$ cat config.mk
export PLATFORM = sky130hd
export DESIGN_NAME = stepper_accel_profile_flat
export DESIGN_NICKNAME = d
export VERILOG_FILES = /design/src/rtl/core/sap_pkg.sv /design/src/rtl/core/sap_in_if.sv /design/src/rtl/core/sap_out_if.sv /design/src/rtl/core/stepper_accel_profile.sv /design/src/flat_wrapper.sv
export SDC_FILE = /design/constraint.sdc
export NUM_CORES = 2
export LEC_CHECK = 0
export ABC_AREA = 0
export BUFFER_PORTS_ARGS = -buffer_cell sky130_fd_sc_hd__buf_2
export CELL_PAD_IN_SITES_DETAIL_PLACEMENT = 1
export CELL_PAD_IN_SITES_GLOBAL_PLACEMENT = 2
export CORE_UTILIZATION = 30
export CTS_CLUSTER_DIAMETER = 120
export DETAILED_ROUTE_END_ITERATION = 8
export PLACE_DENSITY = 0.79
export SETUP_SLACK_MARGIN = 0.05
export SLEW_MARGIN = 0
export SYNTH_ARGS = -nofsm -noshare
export SYNTH_HDL_FRONTEND = slang
export SYNTH_SLANG_ARGS = --single-unit
export TNS_END_PERCENT = 5
$ cat constraint.sdc
create_clock -name clk -period 11.7 [get_ports clk]
set_clock_uncertainty 0.15 [all_clocks]
set_input_delay 1.755 -clock clk [delete_from_list [all_inputs] [get_ports clk]]
set_output_delay 1.755 -clock clk [all_outputs]
set_load 0.005 [all_outputs]
$ cat src/rtl/core/sap_pkg.sv
// shared types and constants for the stepper acceleration profile block
// no dependencies
package sap_pkg;

  localparam int POS_W  = 32;
  localparam int FRAC_W = 8;
  localparam int SPD_W  = 40;
  localparam int ACC_W  = 24;
  localparam int CFG_AW = 4;
  localparam int CFG_DW = 32;

  localparam int SQ_STEPS  = SPD_W;
  localparam int DIV_W     = 64;
  localparam int DEN_W     = 35;
  localparam int CNT_W     = 6;

  localparam logic [0:0] OP_TICK = 1'b0;
  localparam logic [0:0] OP_MOVE = 1'b1;

  localparam logic [1:0] REG_INIT_INTERVAL = 2'd0;
  localparam logic [1:0] REG_MIN_INTERVAL  = 2'd1;
  localparam logic [1:0] REG_ACCELERATION  = 2'd2;

  localparam logic [31:0] INIT_INTERVAL_RST = 32'd244738048;
  localparam logic [31:0] MIN_INTERVAL_RST  = 32'd256000000;
  localparam logic [ACC_W-1:0] ACCEL_RST    = 24'd1;

  localparam logic [SPD_W-1:0] SPEED_MAX = {1'b0, {(SPD_W-1){1'b1}}};
  localparam logic [30:0]      STOP_MAX  = 31'h7FFF_FFFF;
  localparam logic [31:0]      RAMP_MAX  = 32'h7FFF_FFFF;
  localparam logic [DIV_W-1:0] SPD_NUM   = 64'd1000000 << (2 * FRAC_W);
  localparam int               SQ_SHIFT  = 2 * FRAC_W + 1;

  typedef enum logic [3:0] {
    ST_IDLE,
    ST_SQ,
    ST_DIV_STOP,
    ST_PLAN,
    ST_DIV_E13,
    ST_E13,
    ST_SPEED,
    ST_DIV_SPD,
    ST_FIN,
    ST_DONE
  } sap_state_t;

endpackage

$ cat src/rtl/core/sap_in_if.sv
// input channel of the stepper acceleration profile block
// depends on nothing
interface sap_in_if;
  logic               valid;
  logic               ready;
  logic               op;
  logic signed [31:0] target;

  modport source (output valid, output op, output target, input ready);
  modport sink   (input valid, input op, input target, output ready);
endinterface

$ cat src/rtl/core/sap_out_if.sv
// result channel of the stepper acceleration profile block
// depends on nothing
interface sap_out_if;
  logic               valid;
  logic               ready;
  logic [3:0]         coils;
  logic               stepped;
  logic               running;
  logic signed [31:0] position;

  modport source (output valid, output coils, output stepped, output running,
                  output position, input ready);
  modport sink   (input valid, input coils, input stepped, input running,
                  input position, output ready);
endinterface

$ cat src/rtl/core/stepper_accel_profile.sv
// top level of the trapezoidal stepper profile generator
// depends on sap_pkg, sap_in_if and sap_out_if
//
// Each input transfer is a time tick or a move to an absolute target, and gives
// exactly one result transfer. A tick that does not step is answered without a
// replan. A step or a new target replans the profile: a bit-serial squarer for
// the stopping distance, then up to three passes of one shared radix-2 restoring
// divider (steps to stop, the interval update and the speed). One item is worked
// on at a time; the input is ready only while the sequencer is idle.
module stepper_accel_profile
  import sap_pkg::*;
(
  input  logic              clk,
  input  logic              rst_n,
  sap_in_if.sink            in_if,
  sap_out_if.source         out_if,
  input  logic              psel,
  input  logic              penable,
  input  logic              pwrite,
  input  logic [CFG_AW-1:0] paddr,
  input  logic [CFG_DW-1:0] pwdata,
  output logic [CFG_DW-1:0] prdata,
  output logic              pready
);

  sap_state_t state_r, state_nxt;

  logic [31:0]       init_r, min_r;
  logic [ACC_W-1:0]  accel_r;

  logic [POS_W-1:0]        pos_r, pos_nxt;
  logic [POS_W-1:0]        tgt_r, tgt_nxt;
  logic signed [31:0]      ramp_r, ramp_nxt;
  logic [31:0]             cur_r, cur_nxt;
  logic [31-FRAC_W:0]      period_r, period_nxt;
  logic signed [SPD_W-1:0] speed_r, speed_nxt;
  logic                    dir_r, dir_nxt;
  logic [31:0]             elapsed_r, elapsed_nxt;
  logic [3:0]              coil_r, coil_nxt;
  logic                    stepped_r, stepped_nxt;
  logic                    dneg_r, dneg_nxt;

  logic [SPD_W-1:0]   mul_b_r, mul_b_nxt;
  logic [2*SPD_W-1:0] mul_acc_r, mul_acc_nxt;
  logic [DIV_W-1:0]   div_num_r, div_num_nxt;
  logic [DEN_W-1:0]   div_rem_r, div_rem_nxt;
  logic [DEN_W-1:0]   div_den_r, div_den_nxt;
  logic [CNT_W-1:0]   cnt_r, cnt_nxt;

  logic               out_valid_r, out_valid_nxt;
  logic [3:0]         out_coils_r, out_coils_nxt;
  logic               out_stepped_r, out_stepped_nxt;
  logic               out_running_r, out_running_nxt;
  logic [31:0]        out_pos_r, out_pos_nxt;

  // shared divider step
  logic [DEN_W:0]   rem_sh;
  logic             q_bit;
  logic [DEN_W-1:0] rem_step;
  logic [DIV_W-1:0] num_step;

  logic [SPD_W-1:0]   mag;
  logic [2*SPD_W-1:0] acc_step;
  logic [POS_W-1:0]   pos_diff, mdist;
  logic               dist_zero, dist_neg;
  logic [30:0]        stop;
  logic signed [31:0] ramp_n;
  logic signed [33:0] d_val;
  logic [33:0]        abs_d;
  logic [31:0]        el_inc;
  logic [POS_W-1:0]   pos_step;
  logic [33:0]        grow;
  logic [31:0]        c_new;
  logic [SPD_W-1:0]   sp;
  logic               cfg_wr;

  assign pready = 1'b1;
  assign cfg_wr = psel && penable && pwrite;

  always_comb begin
    unique case (paddr[3:2])
      REG_INIT_INTERVAL: prdata = init_r;
      REG_MIN_INTERVAL:  prdata = min_r;
      REG_ACCELERATION:  prdata = {{(CFG_DW-ACC_W){1'b0}}, accel_r};
      default:           prdata = '0;
    endcase
  end

  assign in_if.ready     = (state_r == ST_IDLE);
  assign out_if.valid    = out_valid_r;
  assign out_if.coils    = out_coils_r;
  assign out_if.stepped  = out_stepped_r;
  assign out_if.running  = out_running_r;
  assign out_if.position = out_pos_r;

  assign rem_sh   = {div_rem_r, div_num_r[DIV_W-1]};
  assign q_bit    = (rem_sh >= {1'b0, div_den_r});
  assign rem_step = q_bit ? DEN_W'(rem_sh - {1'b0, div_den_r}) : rem_sh[DEN_W-1:0];
  assign num_step = {div_num_r[DIV_W-2:0], q_bit};

  assign mag      = speed_r[SPD_W-1] ? SPD_W'(-speed_r) : speed_r;
  assign acc_step = {mul_acc_r[2*SPD_W-2:0], 1'b0}
                    + (mul_b_r[SPD_W-1] ? {{SPD_W{1'b0}}, mag} : '0);

  assign pos_diff  = tgt_r - pos_r;
  assign dist_zero = (pos_diff == '0);
  assign dist_neg  = pos_diff[POS_W-1];
  assign mdist     = dist_neg ? POS_W'(-pos_diff) : pos_diff;
  assign stop      = (div_num_r[DIV_W-1:31] != '0) ? STOP_MAX : div_num_r[30:0];

  always_comb begin
    state_nxt       = state_r;
    pos_nxt         = pos_r;
    tgt_nxt         = tgt_r;
    ramp_nxt        = ramp_r;
    cur_nxt         = cur_r;
    period_nxt      = period_r;
    speed_nxt       = speed_r;
    dir_nxt         = dir_r;
    elapsed_nxt     = elapsed_r;
    coil_nxt        = coil_r;
    stepped_nxt     = stepped_r;
    dneg_nxt        = dneg_r;
    mul_b_nxt       = mul_b_r;
    mul_acc_nxt     = mul_acc_r;
    div_num_nxt     = div_num_r;
    div_rem_nxt     = div_rem_r;
    div_den_nxt     = div_den_r;
    cnt_nxt         = cnt_r;
    out_valid_nxt   = out_valid_r;
    out_coils_nxt   = out_coils_r;
    out_stepped_nxt = out_stepped_r;
    out_running_nxt = out_running_r;
    out_pos_nxt     = out_pos_r;
    ramp_n          = ramp_r;
    d_val           = '0;
    abs_d           = '0;
    el_inc          = elapsed_r + 32'd1;
    pos_step        = dir_r ? pos_r + POS_W'(1) : pos_r - POS_W'(1);
    grow            = '0;
    c_new           = cur_r;
    sp              = div_num_r[SPD_W-1:0];

    if (out_valid_r && out_if.ready) begin
      out_valid_nxt = 1'b0;
    end

    unique case (state_r)
      ST_IDLE: begin
        if (in_if.valid) begin
          stepped_nxt = 1'b0;
          state_nxt   = ST_DONE;
          mul_b_nxt   = mag;
          mul_acc_nxt = '0;
          cnt_nxt     = '0;
          if (in_if.op == OP_MOVE) begin
            if (in_if.target != tgt_r) begin
              tgt_nxt   = in_if.target;
              state_nxt = ST_SQ;
            end
          end else if (period_r != '0) begin
            elapsed_nxt = el_inc;
            if (el_inc >= {{FRAC_W{1'b0}}, period_r}) begin
              pos_nxt     = pos_step;
              coil_nxt    = 4'b0001 << pos_step[1:0];
              elapsed_nxt = '0;
              stepped_nxt = 1'b1;
              state_nxt   = ST_SQ;
            end
          end
        end
      end
      ST_SQ: begin
        mul_acc_nxt = acc_step;
        mul_b_nxt   = {mul_b_r[SPD_W-2:0], 1'b0};
        cnt_nxt     = cnt_r + CNT_W'(1);
        if (cnt_r == CNT_W'(SQ_STEPS - 1)) begin
          div_num_nxt = DIV_W'(acc_step >> SQ_SHIFT);
          div_rem_nxt = '0;
          div_den_nxt = (accel_r == '0) ? DEN_W'(1) : DEN_W'(accel_r);
          cnt_nxt     = '0;
          state_nxt   = ST_DIV_STOP;
        end
      end
      ST_DIV_STOP, ST_DIV_E13, ST_DIV_SPD: begin
        div_num_nxt = num_step;
        div_rem_nxt = rem_step;
        cnt_nxt     = cnt_r + CNT_W'(1);
        if (cnt_r == CNT_W'(DIV_W - 1)) begin
          unique case (state_r)
            ST_DIV_STOP: state_nxt = ST_PLAN;
            ST_DIV_E13:  state_nxt = ST_E13;
            default:     state_nxt = ST_FIN;
          endcase
        end
      end
      ST_PLAN: begin
        if (dist_zero && stop <= 31'd1) begin
          period_nxt = '0;
          speed_nxt  = '0;
          ramp_nxt   = '0;
          state_nxt  = ST_DONE;
        end else begin
          if (!dist_zero) begin
            if (ramp_r > 0) begin
              if ({1'b0, stop} >= mdist || dir_r != !dist_neg) begin
                ramp_n = -$signed({1'b0, stop});
              end
            end else if (ramp_r < 0) begin
              if ({1'b0, stop} < mdist && dir_r == !dist_neg) begin
                ramp_n = -ramp_r;
              end
            end
          end
          if (ramp_n == 0) begin
            cur_nxt    = init_r;
            dir_nxt    = !dist_neg && !dist_zero;
            ramp_nxt   = 32'sd1;
            period_nxt = init_r[31:FRAC_W];
            state_nxt  = ST_SPEED;
          end else begin
            ramp_nxt    = ramp_n;
            d_val       = {ramp_n, 2'b00} + 34'sd1;
            abs_d       = d_val[33] ? 34'(-d_val) : d_val;
            dneg_nxt    = d_val[33];
            div_num_nxt = {31'b0, cur_r, 1'b0};
            div_rem_nxt = '0;
            div_den_nxt = {1'b0, abs_d};
            cnt_nxt     = '0;
            state_nxt   = ST_DIV_E13;
          end
        end
      end
      ST_E13: begin
        if (dneg_r) begin
          grow  = {2'b00, cur_r} + {1'b0, div_num_r[32:0]};
          c_new = (grow[33:32] != 2'b00) ? 32'hFFFF_FFFF : grow[31:0];
        end else begin
          c_new = cur_r - div_num_r[31:0];
        end
        if (c_new < min_r) begin
          c_new = min_r;
        end
        cur_nxt    = c_new;
        period_nxt = c_new[31:FRAC_W];
        if (ramp_r != $signed(RAMP_MAX)) begin
          ramp_nxt = ramp_r + 32'sd1;
        end
        state_nxt = ST_SPEED;
      end
      ST_SPEED: begin
        if (cur_r == '0) begin
          div_num_nxt = DIV_W'(SPEED_MAX);
          state_nxt   = ST_FIN;
        end else begin
          div_num_nxt = SPD_NUM;
          div_rem_nxt = '0;
          div_den_nxt = DEN_W'(cur_r);
          cnt_nxt     = '0;
          state_nxt   = ST_DIV_SPD;
        end
      end
      ST_FIN: begin
        speed_nxt = dir_r ? $signed(sp) : -$signed(sp);
        state_nxt = ST_DONE;
      end
      ST_DONE: begin
        if (!out_valid_r || out_if.ready) begin
          out_valid_nxt   = 1'b1;
          out_coils_nxt   = coil_r;
          out_stepped_nxt = stepped_r;
          out_running_nxt = (speed_r != '0) || !dist_zero;
          out_pos_nxt     = pos_r;
          state_nxt       = ST_IDLE;
        end
      end
      default: state_nxt = ST_IDLE;
    endcase
  end

  always_ff @(posedge clk) begin
    if (!rst_n) begin
      state_r     <= ST_IDLE;
      init_r      <= INIT_INTERVAL_RST;
      min_r       <= MIN_INTERVAL_RST;
      accel_r     <= ACCEL_RST;
      pos_r       <= '0;
      tgt_r       <= '0;
      ramp_r      <= '0;
      cur_r       <= '0;
      period_r    <= '0;
      speed_r     <= '0;
      dir_r       <= 1'b0;
      elapsed_r   <= '0;
      coil_r      <= '0;
      stepped_r   <= 1'b0;
      out_valid_r <= 1'b0;
      cnt_r       <= '0;
    end else begin
      state_r     <= state_nxt;
      pos_r       <= pos_nxt;
      tgt_r       <= tgt_nxt;
      ramp_r      <= ramp_nxt;
      cur_r       <= cur_nxt;
      period_r    <= period_nxt;
      speed_r     <= speed_nxt;
      dir_r       <= dir_nxt;
      elapsed_r   <= elapsed_nxt;
      coil_r      <= coil_nxt;
      stepped_r   <= stepped_nxt;
      out_valid_r <= out_valid_nxt;
      cnt_r       <= cnt_nxt;
      if (cfg_wr) begin
        unique case (paddr[3:2])
          REG_INIT_INTERVAL: init_r  <= pwdata;
          REG_MIN_INTERVAL:  min_r   <= pwdata;
          REG_ACCELERATION:  accel_r <= pwdata[ACC_W-1:0];
          default: ;
        endcase
      end
    end
  end

  always_ff @(posedge clk) begin
    dneg_r        <= dneg_nxt;
    mul_b_r       <= mul_b_nxt;
    mul_acc_r     <= mul_acc_nxt;
    div_num_r     <= div_num_nxt;
    div_rem_r     <= div_rem_nxt;
    div_den_r     <= div_den_nxt;
    out_coils_r   <= out_coils_nxt;
    out_stepped_r <= out_stepped_nxt;
    out_running_r <= out_running_nxt;
    out_pos_r     <= out_pos_nxt;
  end

endmodule

$ cat src/flat_wrapper.sv
// flat-port wrapper written by rule: the top's interface ports become plain ports
module stepper_accel_profile_flat import sap_pkg::*;
  (clk, rst_n, psel, penable, pwrite, paddr, pwdata, prdata, pready, in_if_valid, in_if_op, in_if_target, in_if_ready, out_if_valid, out_if_coils, out_if_stepped, out_if_running, out_if_position, out_if_ready);
  sap_in_if in_if_i ();
  sap_out_if out_if_i ();
  input  logic clk;
  input  logic rst_n;
  input  logic psel;
  input  logic penable;
  input  logic pwrite;
  input  logic [CFG_AW-1:0] paddr;
  input  logic [CFG_DW-1:0] pwdata;
  output logic [CFG_DW-1:0] prdata;
  output logic pready;
  input wire logic [$bits(in_if_i.valid)-1:0] in_if_valid;
  input wire logic [$bits(in_if_i.op)-1:0] in_if_op;
  input wire logic [$bits(in_if_i.target)-1:0] in_if_target;
  output wire logic [$bits(in_if_i.ready)-1:0] in_if_ready;
  output wire logic [$bits(out_if_i.valid)-1:0] out_if_valid;
  output wire logic [$bits(out_if_i.coils)-1:0] out_if_coils;
  output wire logic [$bits(out_if_i.stepped)-1:0] out_if_stepped;
  output wire logic [$bits(out_if_i.running)-1:0] out_if_running;
  output wire logic [$bits(out_if_i.position)-1:0] out_if_position;
  input wire logic [$bits(out_if_i.ready)-1:0] out_if_ready;
  assign in_if_i.valid = in_if_valid;
  assign in_if_i.op = in_if_op;
  assign in_if_i.target = in_if_target;
  assign in_if_ready = in_if_i.ready;
  assign out_if_valid = out_if_i.valid;
  assign out_if_coils = out_if_i.coils;
  assign out_if_stepped = out_if_i.stepped;
  assign out_if_running = out_if_i.running;
  assign out_if_position = out_if_i.position;
  assign out_if_i.ready = out_if_ready;
  stepper_accel_profile u_core (.clk(clk), .rst_n(rst_n), .in_if(in_if_i), .out_if(out_if_i), .psel(psel), .penable(penable), .pwrite(pwrite), .paddr(paddr), .pwdata(pwdata), .prdata(prdata), .pready(pready));
endmodule
Yosys cells after proc, flatten, opt, wreduce, memory -nomap -nowiden

Cells that the tools add are included.

Register bits: 621
Output and inout port bits: 73
Logic and storage cells: 210

$add $sub $neg: 17
Magnitude comparators: 8
Equal/unequal tests: 28
Shift operators: 1
Muxes and demuxes: 78
Bitwise logic cells: 3
Reduce and logical (&&, ||, !) cells: 49

Operators by type and width:

| kind                  | number |
|---|---|
| $mux 32               | 19 |
| $mux 35               | 9 |
| $pmux 64 s4           | 1 |
| $mux 40               | 5 |
| $mux 64               | 3 |
| $pmux 40 s2           | 2 |
| $pmux 79 s2           | 1 |
| $pmux 35 s4           | 1 |
| $pmux 32 s2           | 2 |
| $pmux 35 s3           | 1 |
| $logic_not 32->1      | 3 |
| $pmux 32 s3           | 1 |
| $add 80x40->80        | 1 |
| $neg 40->40           | 2 |
| $mux 79               | 1 |
| $mux 24               | 3 |
| $add 32x1->32 const B | 2 |
| $neg 32->32           | 2 |
| $sub 32x32->32        | 2 |
| $pmux 24 s2           | 1 |
| $mux 4                | 10 |
| $reduce_bool 40->1    | 1 |
| $mux 39               | 1 |
| $ge 36x35->1          | 1 |
| 56 further kinds      | 109 |

Longest topological paths before layout

Depth after elaboration: 17
Mapped depth: 38
Depth with buffers taken out: 35

Least setup slack after synthesis

No wires, ideal clock.

Path type: reg2reg
From: register u_core.pos_r[0]
To: register u_core.div_num_r[0] (enable)
Library setup time: 0.581 ns
Arrival: 11.669 ns
Required time: 10.969 ns
Setup slack: -0.700 ns
Cell stages (with the launch flop): 32
Buffers on the path: 1
Clock period less this slack: 12.400 ns
Cell sequence: dfxtp_1 > ha_1 > inv_1 > fa_1 > a21o_1 > a41oi_2 > a21boi_2 > or3_4 > nor4_1 > a211oi_1 > or4_4 > nor4_1 > nand3_1 > o31ai_1 > xnor2_1 > ha_1 > nand3_1 > nor3_1 > nand4_1 > or4_1 > o211ai_1 > clkbuf_1 > o21a_1 > nand3_1 > o21ai_1 > inv_1 > ha_1 > nor4b_2 > nand4_1 > or2_1 > a21oi_1 > a211oi_1

Word-level cells in the longest chain between the ends: 14
Elaborated cells between the ends (all ways): 23

Ends and longest elaborated chain:

| item                                  | line                         | source |
|---|---|---|
| start, declared                       | stepper_accel_profile.sv:31  | `logic [POS_W-1:0] pos_r, pos_nxt;` |
| start signal, assigned                | stepper_accel_profile.sv:301 | `pos_r <= pos_nxt;` |
| $sub 32x32->32 (*)                    | stepper_accel_profile.sv:105 | `assign pos_diff = tgt_r - pos_r;` |
| $neg 32->32                           | stepper_accel_profile.sv:108 | `assign mdist = dist_neg ? POS_W'(-pos_diff) : pos_diff;` |
| $mux 32                               | stepper_accel_profile.sv:108 |  |
| $lt 31x32->1                          | stepper_accel_profile.sv:210 | `if ({1'b0, stop} < mdist && dir_r == !dist_neg) begin` |
| $logic_and 1x1->1                     | stepper_accel_profile.sv:210 |  |
| $mux 32                               | stepper_accel_profile.sv:210 |  |
| $mux 32                               | stepper_accel_profile.sv:209 | `end else if (ramp_r < 0) begin` |
| $mux 32                               | stepper_accel_profile.sv:205 | `if (ramp_r > 0) begin` |
| $mux 32                               | stepper_accel_profile.sv:204 | `if (!dist_zero) begin` |
| $mux 32                               | stepper_accel_profile.sv:198 | `if (dist_zero && stop <= 31'd1) begin` |
| $mux 32                               | stepper_accel_profile.sv:148 | `unique case (state_r)` |
| $logic_not 32->1                      | stepper_accel_profile.sv:215 | `if (ramp_n == 0) begin` |
| $ne 2x2->1 (no source line)           | -                            |  |
| $reduce_and 4->1 (no source line) (*) | -                            |  |
| end signal, assigned                  | stepper_accel_profile.sv:328 | `div_num_r <= div_num_nxt;` |
| end, declared                         | stepper_accel_profile.sv:45  | `logic [DIV_W-1:0] div_num_r, div_num_nxt;` |

Mark *: on every way between the ends. The rest lies on a longest branch, timed or not. The select of a mux whose other input is x is not followed.
A chain may end at the register's enable or synchronous reset.

Final worst setup path

From: register u_core.pos_r[0]
To: register u_core.div_rem_r[21] (enable)

Word-level cells in the longest chain between the ends: 14
Elaborated cells between the ends (all ways): 23

Ends and longest elaborated chain:

| item                                  | line                         | source |
|---|---|---|
| $sub 32x32->32 (*)                    | stepper_accel_profile.sv:105 |  |
| $neg 32->32                           | stepper_accel_profile.sv:108 |  |
| $mux 32                               | stepper_accel_profile.sv:108 |  |
| $lt 31x32->1                          | stepper_accel_profile.sv:210 |  |
| $logic_and 1x1->1                     | stepper_accel_profile.sv:210 |  |
| $mux 32                               | stepper_accel_profile.sv:210 |  |
| $mux 32                               | stepper_accel_profile.sv:209 |  |
| $mux 32                               | stepper_accel_profile.sv:205 |  |
| $mux 32                               | stepper_accel_profile.sv:204 |  |
| $mux 32                               | stepper_accel_profile.sv:198 |  |
| $mux 32                               | stepper_accel_profile.sv:148 |  |
| $logic_not 32->1                      | stepper_accel_profile.sv:215 |  |
| $ne 2x2->1 (no source line)           | -                            |  |
| $reduce_and 5->1 (no source line) (*) | -                            |  |
| end signal, assigned                  | stepper_accel_profile.sv:329 | `div_rem_r <= div_rem_nxt;` |
| end, declared                         | stepper_accel_profile.sv:46  | `logic [DEN_W-1:0] div_rem_r, div_rem_nxt;` |

Marks and branches as above.

==> results.cfg <==
[drt]
route.vias.total = 42000
vias_per_cell = 5.67
antenna_left = 0
first_pass_iters = 8
drt_iter0_markers = 3134
wirelength_mm = 177
drt-wirelength-per-cell_microns = 23.9
drc = 0

[worst_setup_path]
critPathRequiredTime_ns = 11.92
cp.arrival_ns = 10.56
cp-startpoint = u_core.pos_r[0]
path_max_fanout = 35
cpMaxStageDelayCell = o41a_1
crit_path_max_incr_delay_ns = 0.78
setup.worst_path.start_class = flop
r2r_cells = 29
endpoint_kind = flop
r2r_end = u_core.div_rem_r[21]
path_class = flop to flop
r2r-start = u_core.pos_r[0]
regToRegSetupSlack_ns = 1.36

[clocking]
cts_resized = 0
cts_buffers = 78
cts_max_level = 3
tritoncts = yes
clk_pin_slew_worst_paths_ns = 0.06
clock_path_buffers = 3
root_buffer = clkbuf_16
hold_buffers = 0
worst_skew_pair.late_latency_ns = 0.71
clkSinkCount = 619
postCtsSetupBuffers = 0

[yosys]
synth_cell_types = 106
yosysWarnings = 0
synthArstFlopShare = 0
synth_edf_count = 290
syn_area_per_cell_sq_um = 8.22
synth_top_area_frac = 0.195
ys.flop_type = dfxtp_1
synth-seq-cells = 619
syn-cell-area_sq_um = 44700
syn_inst = 5435
syn-num-nets = 5813
yosysSeqAreaShare = 0.342
synthTopCellsByArea = edfxtp_1 19%, dfxtp_1 15%, ha_1 8.3%, nand2_1 5.0%, a21oi_1 5.0%
yosysTopAreaCell = edfxtp_1

[cells_and_area]
num-fill-cells = 17500
syn_to_final_growth_pct = 11.7
fin_nets = 5801
drive_gt1_frac = 0.0826

[run_status]
status = finished clean

[grt]
grt_pass1_wl_mm = 265
grt_pass1_vias = 41600
antenna_found_initial = 6
grt_overflow_total = 0
track_usage = 0.228
grt_max_degree = 103

[sta]
period_needed_ns = 10.34
setup_ws_ns = 1.36
hold_viol_final = 0
slew_headroom = 0.201
setup_viol = 0
fin_crit_sh = 0.884
rsz0062_at_grt = no
max_freq_mhz = 96.7
drv_slew = 0
setup_tns_ns = 0
worst_pin_slew_ns = 1.18

[placed_design]
post-dp-hpwl_mm = 132
place.gp.congestion = 0.964
dp_slack_ns = 1.50
portBuffers = 145

[floorplanning]
die_w_microns = 388
core_sq_um = 148000
placementRows = 141
die_area_sq_um = 150000
start_util = 0.302
die_h_microns = 388
ios = 149

[power_and_ir_drop]
intPower_mw = 7.41
leakagePower_nw = 19.8
p_clk_frac = 0.174
comb_power_share = 0.579
power_density_nw_per_um2 = 292
pwr-share-seq = 0.247
p_sw_mw = 7.14
vdd_ir_drop_max_uv = 186
swShare = 0.491

[hold_path]
hold_class = flop to flop
holdPathStages = 0
hold_end = u_core.out_if.coils[3]
hold_start = u_core.coil_r[3]

[run]
cap_violations = 0
[state kept, by name, indices dropped and copies added (netlist names), 6 cells and up]
register / flops
u_core.cur_r: 32
u_core.min_r: 32
u_core.cnt_r: 6
u_core.pos_r: 32
u_core.speed_r: 40
u_core.mul_b_r: 40
u_core.elapsed_r: 32
u_core.div_num_r: 64
u_core.accel_r: 24
u_core.mul_acc_r: 79
u_core.div_rem_r: 35
u_core.init_r: 32
u_core.div_den_r: 33
u_core.tgt_r: 32
u_core.ramp_r: 32
u_core.period_r: 24
u_core.out_if.position: 32
[stage by stage]
stage	cell area (sq um)	power [mW]	hold WS, ns	std cells	utilization
after floorplan	44700	8.99	0.258	5435	-
after global placement	47300	11.7	0.263	7273	0.320
after detailed placement	47300	11.9	0.269	7273	0.320
after CTS	49900	14.5	0.284	7416	0.338
after global routing	49900	15.4	0.292	7416	0.338
final	49900	14.6	0.283	7417	0.338
[power groups by stage]
| stage | Sequential [mW] | Clock, mW | Combinational (mW) |
|---|---|---|---|
| after floorplan | 3.41 | 0 | 5.57 |
| after global placement | 3.59 | 0 | 8.14 |
| after detailed placement | 3.62 | 0 | 8.31 |
| after CTS | 3.58 | 2.59 | 8.35 |
| after global routing | 3.64 | 2.67 | 9.06 |
| final | 3.59 | 2.53 | 8.43 |
[critical path: cells and delay by family, from the launching register on]
| kind | cells | cell delay, ns |
|---|---|---|
| simple gates | 11 | 3.39 |
| buf+inv | 2 | 0.40 |
| xor+xnor | 1 | 0.12 |
| flops | 1 | 0.54 |
| compound gates | 12 | 4.35 |
| fa+ha+maj | 3 | 1.02 |
[metal layers]
metal / track usage / vias up / wire length (microns) / part of all wire
met2: 0.360 / 1144 / 78800 / 0.45
li1: - / 19700 / - / -
met1: 0.308 / 20900 / 80700 / 0.46
met4: 0.0882 / 8 / 7370 / 0.042
met3: 0.0368 / 315 / 10100 / 0.057
met5: 0 / - / 55 / 0.00031
[cells in the final DEF (no fill, tap or decap), types with 23 or more instances in the layout]
cell	count
o31ai_1	44
a31oi_1	51
or4_1	31
a211oi_1	51
or3_1	55
and3_1	74
o21a_1	29
xor2_1	207
o21bai_1	30
nand4_1	60
a21oi_1	444
ha_1	296
nand2b_1	53
xnor2_1	167
o21ai_0	323
nor4_1	66
inv_1	235
mux2i_1	107
or2_2	35
clkbuf_16	79
o211ai_1	34
a221oi_1	42
nand2_1	594
nand3_1	117
a222oi_1	23
buf_2	144
and2_1	32
nor2b_1	78
dfxtp_1	329
nor3_1	128
edfxtp_1	290
buf_4	78
nor2_1	561
a21o_1	107
o22ai_1	54
a22oi_1	80
[worst max-delay path by stage]
stage	end	slack [ns]
floorplan	u_core.div_num_r[0]	1.53
global placement	u_core.div_rem_r[16]	1.61
detailed placement	u_core.div_rem_r[30]	1.50
CTS	u_core.div_rem_r[21]	1.44
global route	u_core.div_rem_r[5]	0.89
finish	u_core.div_rem_r[21]	1.36
[cell families (layout without fill, tap and decap cells)]
group / Yosys count / count (layout) / share of synthesized area
xor+xnor: 374 / 374 / 0.0733
simple gates: 1984 / 1984 / 0.212
fa+ha+maj: 302 / 302 / 0.0856
mux: 109 / 109 / 0.0245
buf+inv: 557 / 608 / 0.0487
flops: 619 / 619 / 0.342
compound gates: 1489 / 1489 / 0.214
other cells: 1 / 2 / 0.0000840
[synthesized netlist by cell type, types with 22 or more instances]
cell and instances:
a211oi_1 53, a21o_1 107, a21oi_1 445, a221oi_1 42, a222oi_1 23, a22oi_1 80, a31oi_1 51, and2_1 32
and3_1 74, buf_1 22, clkbuf_1 268, dfxtp_1 329, edfxtp_1 290, ha_1 296, inv_1 236, mux2i_1 107
nand2_1 597, nand2b_1 53, nand3_1 117, nand4_1 60, nor2_1 564, nor2b_1 81, nor3_1 137, nor4_1 67
o211ai_1 34, o21a_1 29, o21ai_0 324, o21bai_1 30, o22ai_1 54, o31ai_1 44, or2_2 35, or3_1 55
or4_1 31, xnor2_1 167, xor2_1 207
[cell type report]
class                           instances  area (sq um)  share of cell area
Clock inverter                         48           532              0.0107
Sequential cell                       619         15300               0.307
Clock buffer                           95          2080              0.0416
Antenna cell                            1          2.50           0.0000502
Inverter                              243           920              0.0184
Tap cell                             1930          2410              0.0484
Timing Repair Buffer                  222          1310              0.0262
Multi-Input combinational cell       4259         27300               0.548
(Power assumes the default switching activity.)
